--- src/rtl/stq_pkg.sv ---
// Shared types and constants of the sorted timer queue.
// Used by the channel interfaces, the list cell, the controller and the top level.
package stq_pkg;

	localparam int SLOTS  = 16;
	localparam int ID_W   = 4;
	localparam int OFF_W  = 16;
	localparam int TIME_W = 32;
	localparam int FUNC_W = 2;
	localparam int TPS_W  = 16;
	localparam int PROD_W = OFF_W + TPS_W;

	localparam logic [TPS_W-1:0] TPS_RESET = TPS_W'(1024);
	localparam logic [OFF_W-1:0] ND_NONE   = '1;

	// Request operation codes
	typedef enum logic [FUNC_W-1:0] {
		FUNC_ARM    = 2'd0,
		FUNC_CANCEL = 2'd1,
		FUNC_TICK   = 2'd2
	} func_t;

	// Broadcast operation applied by every cell of the chain
	typedef enum logic [2:0] {
		CELL_HOLD,
		CELL_REMOVE,
		CELL_POP,
		CELL_INSERT,
		CELL_REBASE
	} cell_op_t;

	// One list position
	typedef struct packed {
		logic             used;
		logic [ID_W-1:0]  id;
		logic [OFF_W-1:0] off;
	} slot_t;

	localparam slot_t SLOT_EMPTY = '0;

	// Command to the chain; off carries the new offset for insert and the
	// elapsed time for rebase
	typedef struct packed {
		cell_op_t         op;
		logic [ID_W-1:0]  id;
		logic [OFF_W-1:0] off;
	} cell_cmd_t;

	// Status of the list head back to the controller
	typedef struct packed {
		logic             used;
		logic [ID_W-1:0]  id;
		logic [OFF_W-1:0] off;
		logic             lt;
		logic             tail_used;
	} head_t;

	typedef enum logic [2:0] {
		ST_IDLE,
		ST_REMOVE,
		ST_INSERT,
		ST_EXPIRE,
		ST_MUL,
		ST_SAT,
		ST_FINAL
	} state_t;

endpackage

--- src/rtl/stq_if.sv ---
// Request and response channel interfaces of the sorted timer queue.
// Depends on stq_pkg for the field widths.
interface stq_req_if;
	import stq_pkg::*;

	logic              valid;
	logic              ready;
	logic [FUNC_W-1:0] func;
	logic [ID_W-1:0]   entry;
	logic [OFF_W-1:0]  delay;
	logic [TIME_W-1:0] now;

	modport source (output valid, func, entry, delay, now, input ready);
	modport sink   (input valid, func, entry, delay, now, output ready);
endinterface

interface stq_rsp_if;
	import stq_pkg::*;

	logic             valid;
	logic             ready;
	logic             expired_valid;
	logic [ID_W-1:0]  expired_entry;
	logic             wake;
	logic [OFF_W-1:0] next_delay;
	logic             last;

	modport source (output valid, expired_valid, expired_entry, wake, next_delay, last,
		input ready);
	modport sink   (input valid, expired_valid, expired_entry, wake, next_delay, last,
		output ready);
endinterface

--- src/rtl/stq_cell.sv ---
// One position of the sorted timer list: holds a slot and trades it with its neighbors.
// Depends on stq_pkg for slot_t and cell_cmd_t.
module stq_cell (
	input  logic               clk,
	input  logic               arst_n,
	input  stq_pkg::cell_cmd_t cmd,
	input  stq_pkg::slot_t     left,
	input  logic               left_lt,
	input  logic               shift_in,
	input  stq_pkg::slot_t     right,
	output stq_pkg::slot_t     slot,
	output logic               lt,
	output logic               shift_out
);
	import stq_pkg::*;

	slot_t slot_q;
	slot_t slot_d;
	logic  shifting;

	// Flag positions ahead of the insert point and the start of a removal
	assign lt        = slot_q.used && (slot_q.off < cmd.off);
	assign shifting  = shift_in ||
		((cmd.op == CELL_REMOVE) && slot_q.used && (slot_q.id == cmd.id));
	assign shift_out = shifting;
	assign slot      = slot_q;

	// Pick the next content of this position
	always_comb begin
		slot_d = slot_q;
		case (cmd.op)
			CELL_REMOVE, CELL_POP: begin
				if (shifting) slot_d = right;
			end
			CELL_INSERT: begin
				if (!lt) begin
					if (left_lt) begin
						slot_d.used = 1'b1;
						slot_d.id   = cmd.id;
						slot_d.off  = cmd.off;
					end else begin
						slot_d = left;
					end
				end
			end
			CELL_REBASE: begin
				if (slot_q.used) slot_d.off = slot_q.off - cmd.off;
			end
			default: slot_d = slot_q;
		endcase
	end

	always_ff @(posedge clk or negedge arst_n) begin
		if (!arst_n) begin
			slot_q <= SLOT_EMPTY;
		end else begin
			slot_q <= slot_d;
		end
	end

endmodule

--- src/rtl/stq_ctrl.sv ---
// Sequencer of the sorted timer queue: takes requests, drives the cell chain,
// scales the next wake delay and holds the response register. Depends on stq_pkg
// and the channel interfaces.
module stq_ctrl (
	input  logic                     clk,
	input  logic                     arst_n,
	stq_req_if.sink                  req,
	stq_rsp_if.source                rsp,
	input  logic [stq_pkg::TPS_W-1:0] tps,
	input  stq_pkg::head_t           head,
	output stq_pkg::cell_cmd_t       cmd
);
	import stq_pkg::*;

	state_t              state_q, state_d;
	logic [FUNC_W-1:0]   func_q;
	logic [ID_W-1:0]     id_q;
	logic [OFF_W-1:0]    del_q;
	logic [TIME_W-1:0]   now_q;
	logic [TIME_W-1:0]   ts_q;
	logic [TIME_W-1:0]   set_time_q;
	logic                exp_any_q;
	logic                wake_q;
	logic [OFF_W-1:0]    nd_q;
	logic [PROD_W-1:0]   prod_q;

	logic                rsp_valid_q;
	logic                rsp_exp_q;
	logic [ID_W-1:0]     rsp_entry_q;
	logic                rsp_wake_q;
	logic [OFF_W-1:0]    rsp_nd_q;
	logic                rsp_last_q;

	logic                out_free;
	logic                accept;
	logic                head_due;
	logic                emit_exp;
	logic                emit_fin;
	logic                do_rebase;
	logic                first_arm;
	logic [OFF_W-1:0]    diff;

	assign out_free = !rsp_valid_q || rsp.ready;
	assign accept   = req.valid && req.ready;
	assign head_due = head.used && ({{(TIME_W-OFF_W){1'b0}}, head.off} <= ts_q);
	assign diff     = head.off - ts_q[OFF_W-1:0];

	// Next state
	always_comb begin
		state_d = state_q;
		case (state_q)
			ST_IDLE: begin
				if (req.valid) begin
					if (req.func == FUNC_ARM || req.func == FUNC_CANCEL) state_d = ST_REMOVE;
					else if (req.func == FUNC_TICK) state_d = ST_EXPIRE;
					else state_d = ST_FINAL;
				end
			end
			ST_REMOVE: state_d = (func_q == FUNC_ARM) ? ST_INSERT : ST_FINAL;
			ST_INSERT: state_d = ST_FINAL;
			ST_EXPIRE: begin
				if (!head_due) state_d = head.used ? ST_MUL : ST_FINAL;
			end
			ST_MUL:    state_d = ST_SAT;
			ST_SAT:    state_d = ST_FINAL;
			ST_FINAL: begin
				if (out_free) state_d = ST_IDLE;
			end
			default:   state_d = ST_IDLE;
		endcase
	end

	// Outputs: chain command and response strobes
	always_comb begin
		req.ready = 1'b0;
		cmd       = '{op: CELL_HOLD, id: id_q, off: '0};
		emit_exp  = 1'b0;
		emit_fin  = 1'b0;
		do_rebase = 1'b0;
		first_arm = 1'b0;
		case (state_q)
			ST_IDLE:   req.ready = 1'b1;
			ST_REMOVE: cmd.op = CELL_REMOVE;
			ST_INSERT: begin
				if (!head.used) begin
					cmd.op    = CELL_INSERT;
					cmd.off   = del_q;
					first_arm = 1'b1;
				end else if (!head.tail_used) begin
					cmd.op  = CELL_INSERT;
					cmd.off = del_q + ts_q[OFF_W-1:0];
				end
			end
			ST_EXPIRE: begin
				if (head_due) begin
					if (out_free) begin
						emit_exp = 1'b1;
						cmd.op   = CELL_POP;
					end
				end else if (head.used && exp_any_q) begin
					do_rebase = 1'b1;
					cmd.op    = CELL_REBASE;
					cmd.off   = ts_q[OFF_W-1:0];
				end
			end
			ST_FINAL:  emit_fin = out_free;
			default:   req.ready = 1'b0;
		endcase
	end

	// Control state and time base
	always_ff @(posedge clk or negedge arst_n) begin
		if (!arst_n) begin
			state_q     <= ST_IDLE;
			set_time_q  <= '0;
			rsp_valid_q <= 1'b0;
		end else begin
			state_q <= state_d;
			if (first_arm || do_rebase) set_time_q <= now_q;
			if (emit_exp || emit_fin) rsp_valid_q <= 1'b1;
			else if (rsp.ready) rsp_valid_q <= 1'b0;
		end
	end

	// Request fields, working values and response payload
	always_ff @(posedge clk) begin
		if (accept) begin
			func_q    <= req.func;
			id_q      <= req.entry;
			del_q     <= req.delay;
			now_q     <= req.now;
			ts_q      <= req.now - set_time_q;
			exp_any_q <= 1'b0;
			wake_q    <= 1'b0;
			nd_q      <= '0;
		end
		if (state_q == ST_INSERT) wake_q <= !head.lt && (!head.used || !head.tail_used);
		if (emit_exp) exp_any_q <= 1'b1;
		if (state_q == ST_EXPIRE && !head_due && !head.used) nd_q <= ND_NONE;
		if (do_rebase) ts_q <= '0;
		if (state_q == ST_MUL) prod_q <= diff * tps;
		if (state_q == ST_SAT) nd_q <= (|prod_q[PROD_W-1:OFF_W]) ? ND_NONE : prod_q[OFF_W-1:0];

		// Load one transaction into the response register
		if (emit_exp) begin
			rsp_exp_q   <= 1'b1;
			rsp_entry_q <= head.id;
			rsp_wake_q  <= 1'b0;
			rsp_nd_q    <= '0;
			rsp_last_q  <= 1'b0;
		end else if (emit_fin) begin
			rsp_exp_q   <= 1'b0;
			rsp_entry_q <= '0;
			rsp_wake_q  <= wake_q;
			rsp_nd_q    <= nd_q;
			rsp_last_q  <= 1'b1;
		end
	end

	assign rsp.valid         = rsp_valid_q;
	assign rsp.expired_valid = rsp_exp_q;
	assign rsp.expired_entry = rsp_entry_q;
	assign rsp.wake          = rsp_wake_q;
	assign rsp.next_delay    = rsp_nd_q;
	assign rsp.last          = rsp_last_q;

endmodule

--- src/rtl/sorted_timer_queue.sv ---
// Sorted timer queue top level: the chain of list cells, the sequencer and the
// jiffy rate register. Depends on stq_pkg, the channel interfaces, stq_cell and stq_ctrl.
//
// Keeps up to 16 armed timers, one per entry id, in a row of cells sorted by
// deadline; every cell compares and shifts in the same cycle, whatever the
// position of a removal or an insertion. One request is handled at a time. An
// arm goes through accept, remove, insert and result, a cancel skips insert and
// an unused code goes from accept to result. A tick is accepted, pops one
// expired entry per cycle while the response register is free (each one a
// response transaction), finds the head not expired, then multiplies the
// remaining seconds by ticks_per_second, saturates and gives the final
// response; with an empty list it finishes right after the scan. The response
// register lets a finished result wait while the next request is taken; a
// stalled response stalls the expiry scan. ticks_per_second resets to 1024 and
// is to be written only while the queue is idle; the block does not enforce it.
module sorted_timer_queue (
	input  logic                      clk,
	input  logic                      arst_n,
	stq_req_if.sink                   req,
	stq_rsp_if.source                 rsp,
	input  logic                      cfg_we,
	input  logic [stq_pkg::TPS_W-1:0] cfg_wdata
);
	import stq_pkg::*;

	logic [TPS_W-1:0] tps_q;
	cell_cmd_t        cmd;
	head_t            head;
	slot_t            slots    [SLOTS];
	slot_t            left_s   [SLOTS];
	slot_t            right_s  [SLOTS];
	logic [SLOTS-1:0] lt_vec;
	logic [SLOTS-1:0] sh_vec;
	logic [SLOTS-1:0] left_lt;
	logic [SLOTS-1:0] sh_in;
	logic [SLOTS-1:0] used_vec;
	logic [SLOTS-2:0] order_ok;

	// Hold the jiffy rate
	always_ff @(posedge clk or negedge arst_n) begin
		if (!arst_n) begin
			tps_q <= TPS_RESET;
		end else if (cfg_we) begin
			tps_q <= cfg_wdata;
		end
	end

	// Wire the chain: head cell sees an open insert point and starts a pop
	for (genvar g = 0; g < SLOTS; g++) begin : g_chain
		if (g == 0) begin : g_first
			assign left_s[g]  = SLOT_EMPTY;
			assign left_lt[g] = 1'b1;
			assign sh_in[g]   = (cmd.op == CELL_POP);
		end else begin : g_mid
			assign left_s[g]  = slots[g-1];
			assign left_lt[g] = lt_vec[g-1];
			assign sh_in[g]   = sh_vec[g-1];
		end
		if (g == SLOTS-1) begin : g_last
			assign right_s[g] = SLOT_EMPTY;
		end else begin : g_inner
			assign right_s[g] = slots[g+1];
		end

		stq_cell u_cell (
			.clk       (clk),
			.arst_n    (arst_n),
			.cmd       (cmd),
			.left      (left_s[g]),
			.left_lt   (left_lt[g]),
			.shift_in  (sh_in[g]),
			.right     (right_s[g]),
			.slot      (slots[g]),
			.lt        (lt_vec[g]),
			.shift_out (sh_vec[g])
		);

		assign used_vec[g] = slots[g].used;
	end

	// Report the head and the fill state
	assign head.used      = slots[0].used;
	assign head.id        = slots[0].id;
	assign head.off       = slots[0].off;
	assign head.lt        = lt_vec[0];
	assign head.tail_used = slots[SLOTS-1].used;

	stq_ctrl u_ctrl (
		.clk    (clk),
		.arst_n (arst_n),
		.req    (req),
		.rsp    (rsp),
		.tps    (tps_q),
		.head   (head),
		.cmd    (cmd)
	);

	// Neighbor order of the list
	for (genvar g = 0; g < SLOTS-1; g++) begin : g_order
		assign order_ok[g] = !slots[g+1].used || (slots[g].off <= slots[g+1].off);
	end

	// Used positions stay packed from the head
	a_packed: assert property (@(posedge clk) disable iff (!arst_n)
		(used_vec & (used_vec + 1'b1)) == '0)
		else $error("timer list has a gap");

	// Offsets stay sorted
	a_sorted: assert property (@(posedge clk) disable iff (!arst_n) &order_ok)
		else $error("timer list out of order");

	// Only expiry transactions come before the final one
	a_exp_first: assert property (@(posedge clk) disable iff (!arst_n)
		rsp.valid && !rsp.last |-> rsp.expired_valid)
		else $error("non-final response without expiry");

	// The sequencer is busy in the cycle after it takes a request
	a_busy: assert property (@(posedge clk) disable iff (!arst_n)
		req.valid && req.ready |=> !req.ready)
		else $error("request taken while busy");

endmodule

--- src/flat_wrapper.sv ---
// flat-port wrapper written by rule: the top's interface ports become plain ports
module sorted_timer_queue_flat import stq_pkg::*;
  (clk, arst_n, cfg_we, cfg_wdata, req_valid, req_func, req_entry, req_delay, req_now, req_ready, rsp_valid, rsp_expired_valid, rsp_expired_entry, rsp_wake, rsp_next_delay, rsp_last, rsp_ready);
  stq_req_if req_i ();
  stq_rsp_if rsp_i ();
  input  logic clk;
  input  logic arst_n;
  input  logic cfg_we;
  input  logic [stq_pkg::TPS_W-1:0] cfg_wdata;
  input wire logic [$bits(req_i.valid)-1:0] req_valid;
  input wire logic [$bits(req_i.func)-1:0] req_func;
  input wire logic [$bits(req_i.entry)-1:0] req_entry;
  input wire logic [$bits(req_i.delay)-1:0] req_delay;
  input wire logic [$bits(req_i.now)-1:0] req_now;
  output wire logic [$bits(req_i.ready)-1:0] req_ready;
  output wire logic [$bits(rsp_i.valid)-1:0] rsp_valid;
  output wire logic [$bits(rsp_i.expired_valid)-1:0] rsp_expired_valid;
  output wire logic [$bits(rsp_i.expired_entry)-1:0] rsp_expired_entry;
  output wire logic [$bits(rsp_i.wake)-1:0] rsp_wake;
  output wire logic [$bits(rsp_i.next_delay)-1:0] rsp_next_delay;
  output wire logic [$bits(rsp_i.last)-1:0] rsp_last;
  input wire logic [$bits(rsp_i.ready)-1:0] rsp_ready;
  assign req_i.valid = req_valid;
  assign req_i.func = req_func;
  assign req_i.entry = req_entry;
  assign req_i.delay = req_delay;
  assign req_i.now = req_now;
  assign req_ready = req_i.ready;
  assign rsp_valid = rsp_i.valid;
  assign rsp_expired_valid = rsp_i.expired_valid;
  assign rsp_expired_entry = rsp_i.expired_entry;
  assign rsp_wake = rsp_i.wake;
  assign rsp_next_delay = rsp_i.next_delay;
  assign rsp_last = rsp_i.last;
  assign rsp_i.ready = rsp_ready;
  sorted_timer_queue u_core (.clk(clk), .arst_n(arst_n), .req(req_i), .rsp(rsp_i), .cfg_we(cfg_we), .cfg_wdata(cfg_wdata));
endmodule
--- config.mk ---
export PLATFORM = sky130hd
export DESIGN_NAME = sorted_timer_queue_flat
export DESIGN_NICKNAME = d
export VERILOG_FILES = /design/src/rtl/stq_pkg.sv /design/src/rtl/stq_if.sv /design/src/rtl/stq_cell.sv /design/src/rtl/stq_ctrl.sv /design/src/rtl/sorted_timer_queue.sv /design/src/flat_wrapper.sv
export SDC_FILE = /design/constraint.sdc
export NUM_CORES = 2
export LEC_CHECK = 0
export ABC_AREA = 1
export CAP_MARGIN = 20
export CORE_ASPECT_RATIO = 1.1
export CORE_MARGIN = 2
export CORE_UTILIZATION = 25
export CTS_BUF_LIST = sky130_fd_sc_hd__clkbuf_8 sky130_fd_sc_hd__clkbuf_16
export DETAILED_ROUTE_END_ITERATION = 8
export DONT_BUFFER_PORTS = 1
export MAX_ROUTING_LAYER = met4
export REMOVE_ABC_BUFFERS = 1
export SYNTH_ARGS = -nofsm -noshare
export SYNTH_HDL_FRONTEND = slang
export SYNTH_SLANG_ARGS = --single-unit
--- constraint.sdc ---
create_clock -name clk -period 11.35 [get_ports clk]
set_input_delay 2.27 -clock clk [delete_from_list [all_inputs] [get_ports clk]]
set_output_delay 2.27 -clock clk [all_outputs]
set_load 0.005 [all_outputs]
==> results.md <==
- Prevailing post-synth register cell: dfrtp_1
- CP max FO: 10
- R2r endpoint: u_core.u_ctrl.prod_q[30]$_DFFE_PP_
- Vias in the first global route: 48980
- Routed wire length: 183300 µm
- Synth Area in Simple Gates: 20.24%
- GPL Wtd Cong: 0.9487
- Routed Antenna Nets: 0
- Clk root buf: clkbuf_16
- DRT Pass-1 Iters: 9
- Post-synthesis adder-cell area fraction: 18.38%
- Die area: 211300 µm²
- Overflow after GRT: 0
- End of the critical path: u_core.u_ctrl.prod_q[30]$_DFFE_PP_
- Initial antenna violation count: 9
- Critical R2R Launch: u_core.u_ctrl.ts_q[5]$_SDFFE_PP0P_
- Core area: 206500 µm²
- RSZ-0062 raised after global routing: false
- CTS tree: built
- Worst skew pair latency: 0.69 ns
- Sequential area share after synthesis: 26.90%
- Status: finished with violations
- CP startpoint kind: flop
- Reg-to-reg slack, setup: 3.15 ns
- Setup repair bufs after CTS: 0
- Count of max-cap constraint violations: 0
- Failing checks: max-slew violations
- Via Count: 49950
- Top delay family on crit path: adder cells
- Top cells by count, synth: 1568 x nand2_1, 894 x inv_1, 692 x a21oi_1
- Slowest cell delay on critical path: 0.58 ns
- Drt wl/cell: 18.74 µm
- Initial Utilization: 25.14%
- H-tree depth: 3
- First DRT Iteration DRCs: 4362
- Count of cell types in the netlist: 71
- Synth top area cells: dfrtp_1 19%, nand2_1 11%, ha_1 10%
- Cts hold-fix bufs: 0
- Compound-Gate Fraction of Synth Area: 22.28%
- Row count: 175
- Most frequent cell after synthesis: nand2_1
- Fraction of registers with async set/reset: 70.93%
- Largest net degree at the start of global routing: 389
- WP data required: 11.75 ns
- Clock skew: 0.04390 ns
- First-pass GRT wire length: 284600 µm
- Count of final max-slew check failures: 153
- Die Y: 482.0 µm
- Synth Register Bits: 547
- CP endpoint kind: flop
- Clk slew on worst S/H paths: 0.07 ns
- Post-synth EDFFs: 107
- Final hold vios: 0
- XOR/XNOR share of the synthesized area: 2.952%
- Fmax: 122.0 MHz
- Worst-Margin Slew: 1.872 ns
- Ys Warns: 0
- CP startpoint: u_core.u_ctrl.ts_q[5]$_SDFFE_PP0P_
- Cells after synthesis: 7113
- Die Width: 438.5 µm
- Clock sinks: 547
- Final Cycle Share: 72.22%
- Port bufs: 0
- Nets: 7682
- Critical path arrival: 8.60 ns
- Total Routing Usage GR: 17.49%
- Min Tclk post-route: 8.196 ns
- R2R depth: 38
- # IOs: 100
- Synth area leader: dfrtp_1
- P&R area growth vs syn: 10.36%
- TNS Setup: 0 ns
- Drt drc: 0
- Largest family of logic cells by synthesized area: compound AO/OA/AOI/OAI gates
- Crit path depth: 38
- Hold Crit Class: flop to flop
- Post-Syn Area: 51920 µm²
- Post-CTS resize count: 0
- Crit-path most repeated cell: nand2_1
- Critical path buffers and inverters: 5
- Synth top area share: 18.65%
- Mux cell area share after synthesis: 0.04338%
- Syn_area_per_cell: 7.299 µm²
- Setup Viol. Count Final: 0
- Crit path kind: flop to flop
- Final HPWL DP: 136100 µm
- TritonCTS Buffers: 73
- Share of cells above drive strength 1: 4.736%
- Max Buffers Root-to-Sink: 3
- Vias/cell: 5.109
- Relative slew margins: -24.80%
- Crit-path slowest cell: fa_1
## sequential cells by signal (all words and copies together), names as in the netlist, 2 cells and up
name / cells
u_core.g_chain.u_cell.slot: 336
u_core.tps_q: 16
u_core.u_ctrl.del_q: 16
u_core.u_ctrl.rsp.expired_entry: 4
u_core.u_ctrl.prod_q: 32
u_core.u_ctrl.func_q: 2
u_core.u_ctrl.now_q: 32
u_core.u_ctrl.state_q: 3
u_core.u_ctrl.set_time_q: 32
u_core.u_ctrl.ts_q: 32
u_core.u_ctrl.nd_q: 16
u_core.u_ctrl.rsp.next_delay: 16
u_core.u_ctrl.id_q: 4
## how the worst min path moves through the flow
| stage | from | to | slack, ns | cells after the start |
|---|---|---|---|---|
| after floorplan | u_core.u_ctrl.ts_q[23]$_SDFFE_PP0P_ | u_core.u_ctrl.ts_q[23]$_SDFFE_PP0P_ | 0.43 | 2 |
| after global placement | u_core.u_ctrl.now_q[14]$_DFFE_PP_ | u_core.u_ctrl.set_time_q[14]$_DFFE_PN0P_ | 0.44 | 2 |
| after detailed placement | u_core.u_ctrl.now_q[4]$_DFFE_PP_ | u_core.u_ctrl.set_time_q[4]$_DFFE_PN0P_ | 0.44 | 2 |
| after CTS | u_core.u_ctrl.now_q[4]$_DFFE_PP_ | u_core.u_ctrl.set_time_q[4]$_DFFE_PN0P_ | 0.45 | 2 |
| after global routing | u_core.u_ctrl.now_q[12]$_DFFE_PP_ | u_core.u_ctrl.set_time_q[12]$_DFFE_PN0P_ | 0.47 | 2 |
| final | u_core.u_ctrl.now_q[7]$_DFFE_PP_ | u_core.u_ctrl.set_time_q[7]$_DFFE_PN0P_ | 0.45 | 2 |
## placed cells by master, fill, tap and decap left out, types with 48 or more instances in the layout
master,n
nand2_1,1567
inv_1,906
a21oi_1,692
o21ai_0,687
nor2_1,479
ha_1,422
dfrtp_1,387
nand3_1,251
fa_1,213
o211ai_1,205
edfxtp_1,107
xor2_1,103
nor3_1,76
buf_4,76
clkbuf_16,75
xnor2_1,72
o221ai_1,56
or2_2,53
dfxtp_1,52
nand4_1,48
o21ai_1,48
## routing by layer
layer / routed length [µm] / global-route usage, % / up-vias
met3: 11980 / 2.178 / 376
met5: 0 / - / -
met2: 85620 / 28.60 / 1826
met1: 77590 / 21.70 / 24000
li1: - / - / 23750
met4: 8068 / 7.409 / 0
## cell type report
cell class	instances	area [µm²]
Tap cell	2743	3432
Inverter	925	3483
Clock buffer	88	2056
Timing Repair Buffer	78	600.6
Fill cell	22350	149200
Multi-Input combinational cell	5347	33320
Sequential cell	547	13960
Antenna cell	4	10.01
Clock inverter	46	429.2
## cell families (layout without fill, tap and decap cells)
family / after synthesis / after routing
simple gates: 2547 / 2547
compound gates: 1988 / 1988
buf+inv: 1219 / 1137
fa+ha+maj: 635 / 635
flops: 547 / 547
xor+xnor: 175 / 175
mux: 2 / 2
other cells: 0 / 4
## worst reg2reg max path, delay by kind of cell (launching register included)
family                     cells  cell delay, ns
and+or+nand+nor               19            2.68
xor gates and xnor gates       1            0.14
buffers and inverters          5            0.52
AOI/OAI and AO/OA              5            0.47
DFF                            1            0.38
adders and majority gates      8            3.75
## metrics by stage
stage          setup slack (ns)  hold slack, ns  utilization (%)  area, µm²  instances
6_report                  3.154          0.4515            27.75      57300       9778
5_1_grt                   2.591          0.4742            27.75      57300       9778
4_1_cts                   3.231          0.4529            27.73      57260       9772
3_5_place_dp              3.254          0.4392            26.53      54770       9638
3_3_place_gp              3.355          0.4363            26.53      54770       9638
2_1_floorplan             1.146          0.4271                -      50610       6819
Power is not shown: default switching activity piles up to over one toggle a cycle in this logic, so the estimate is an artifact.
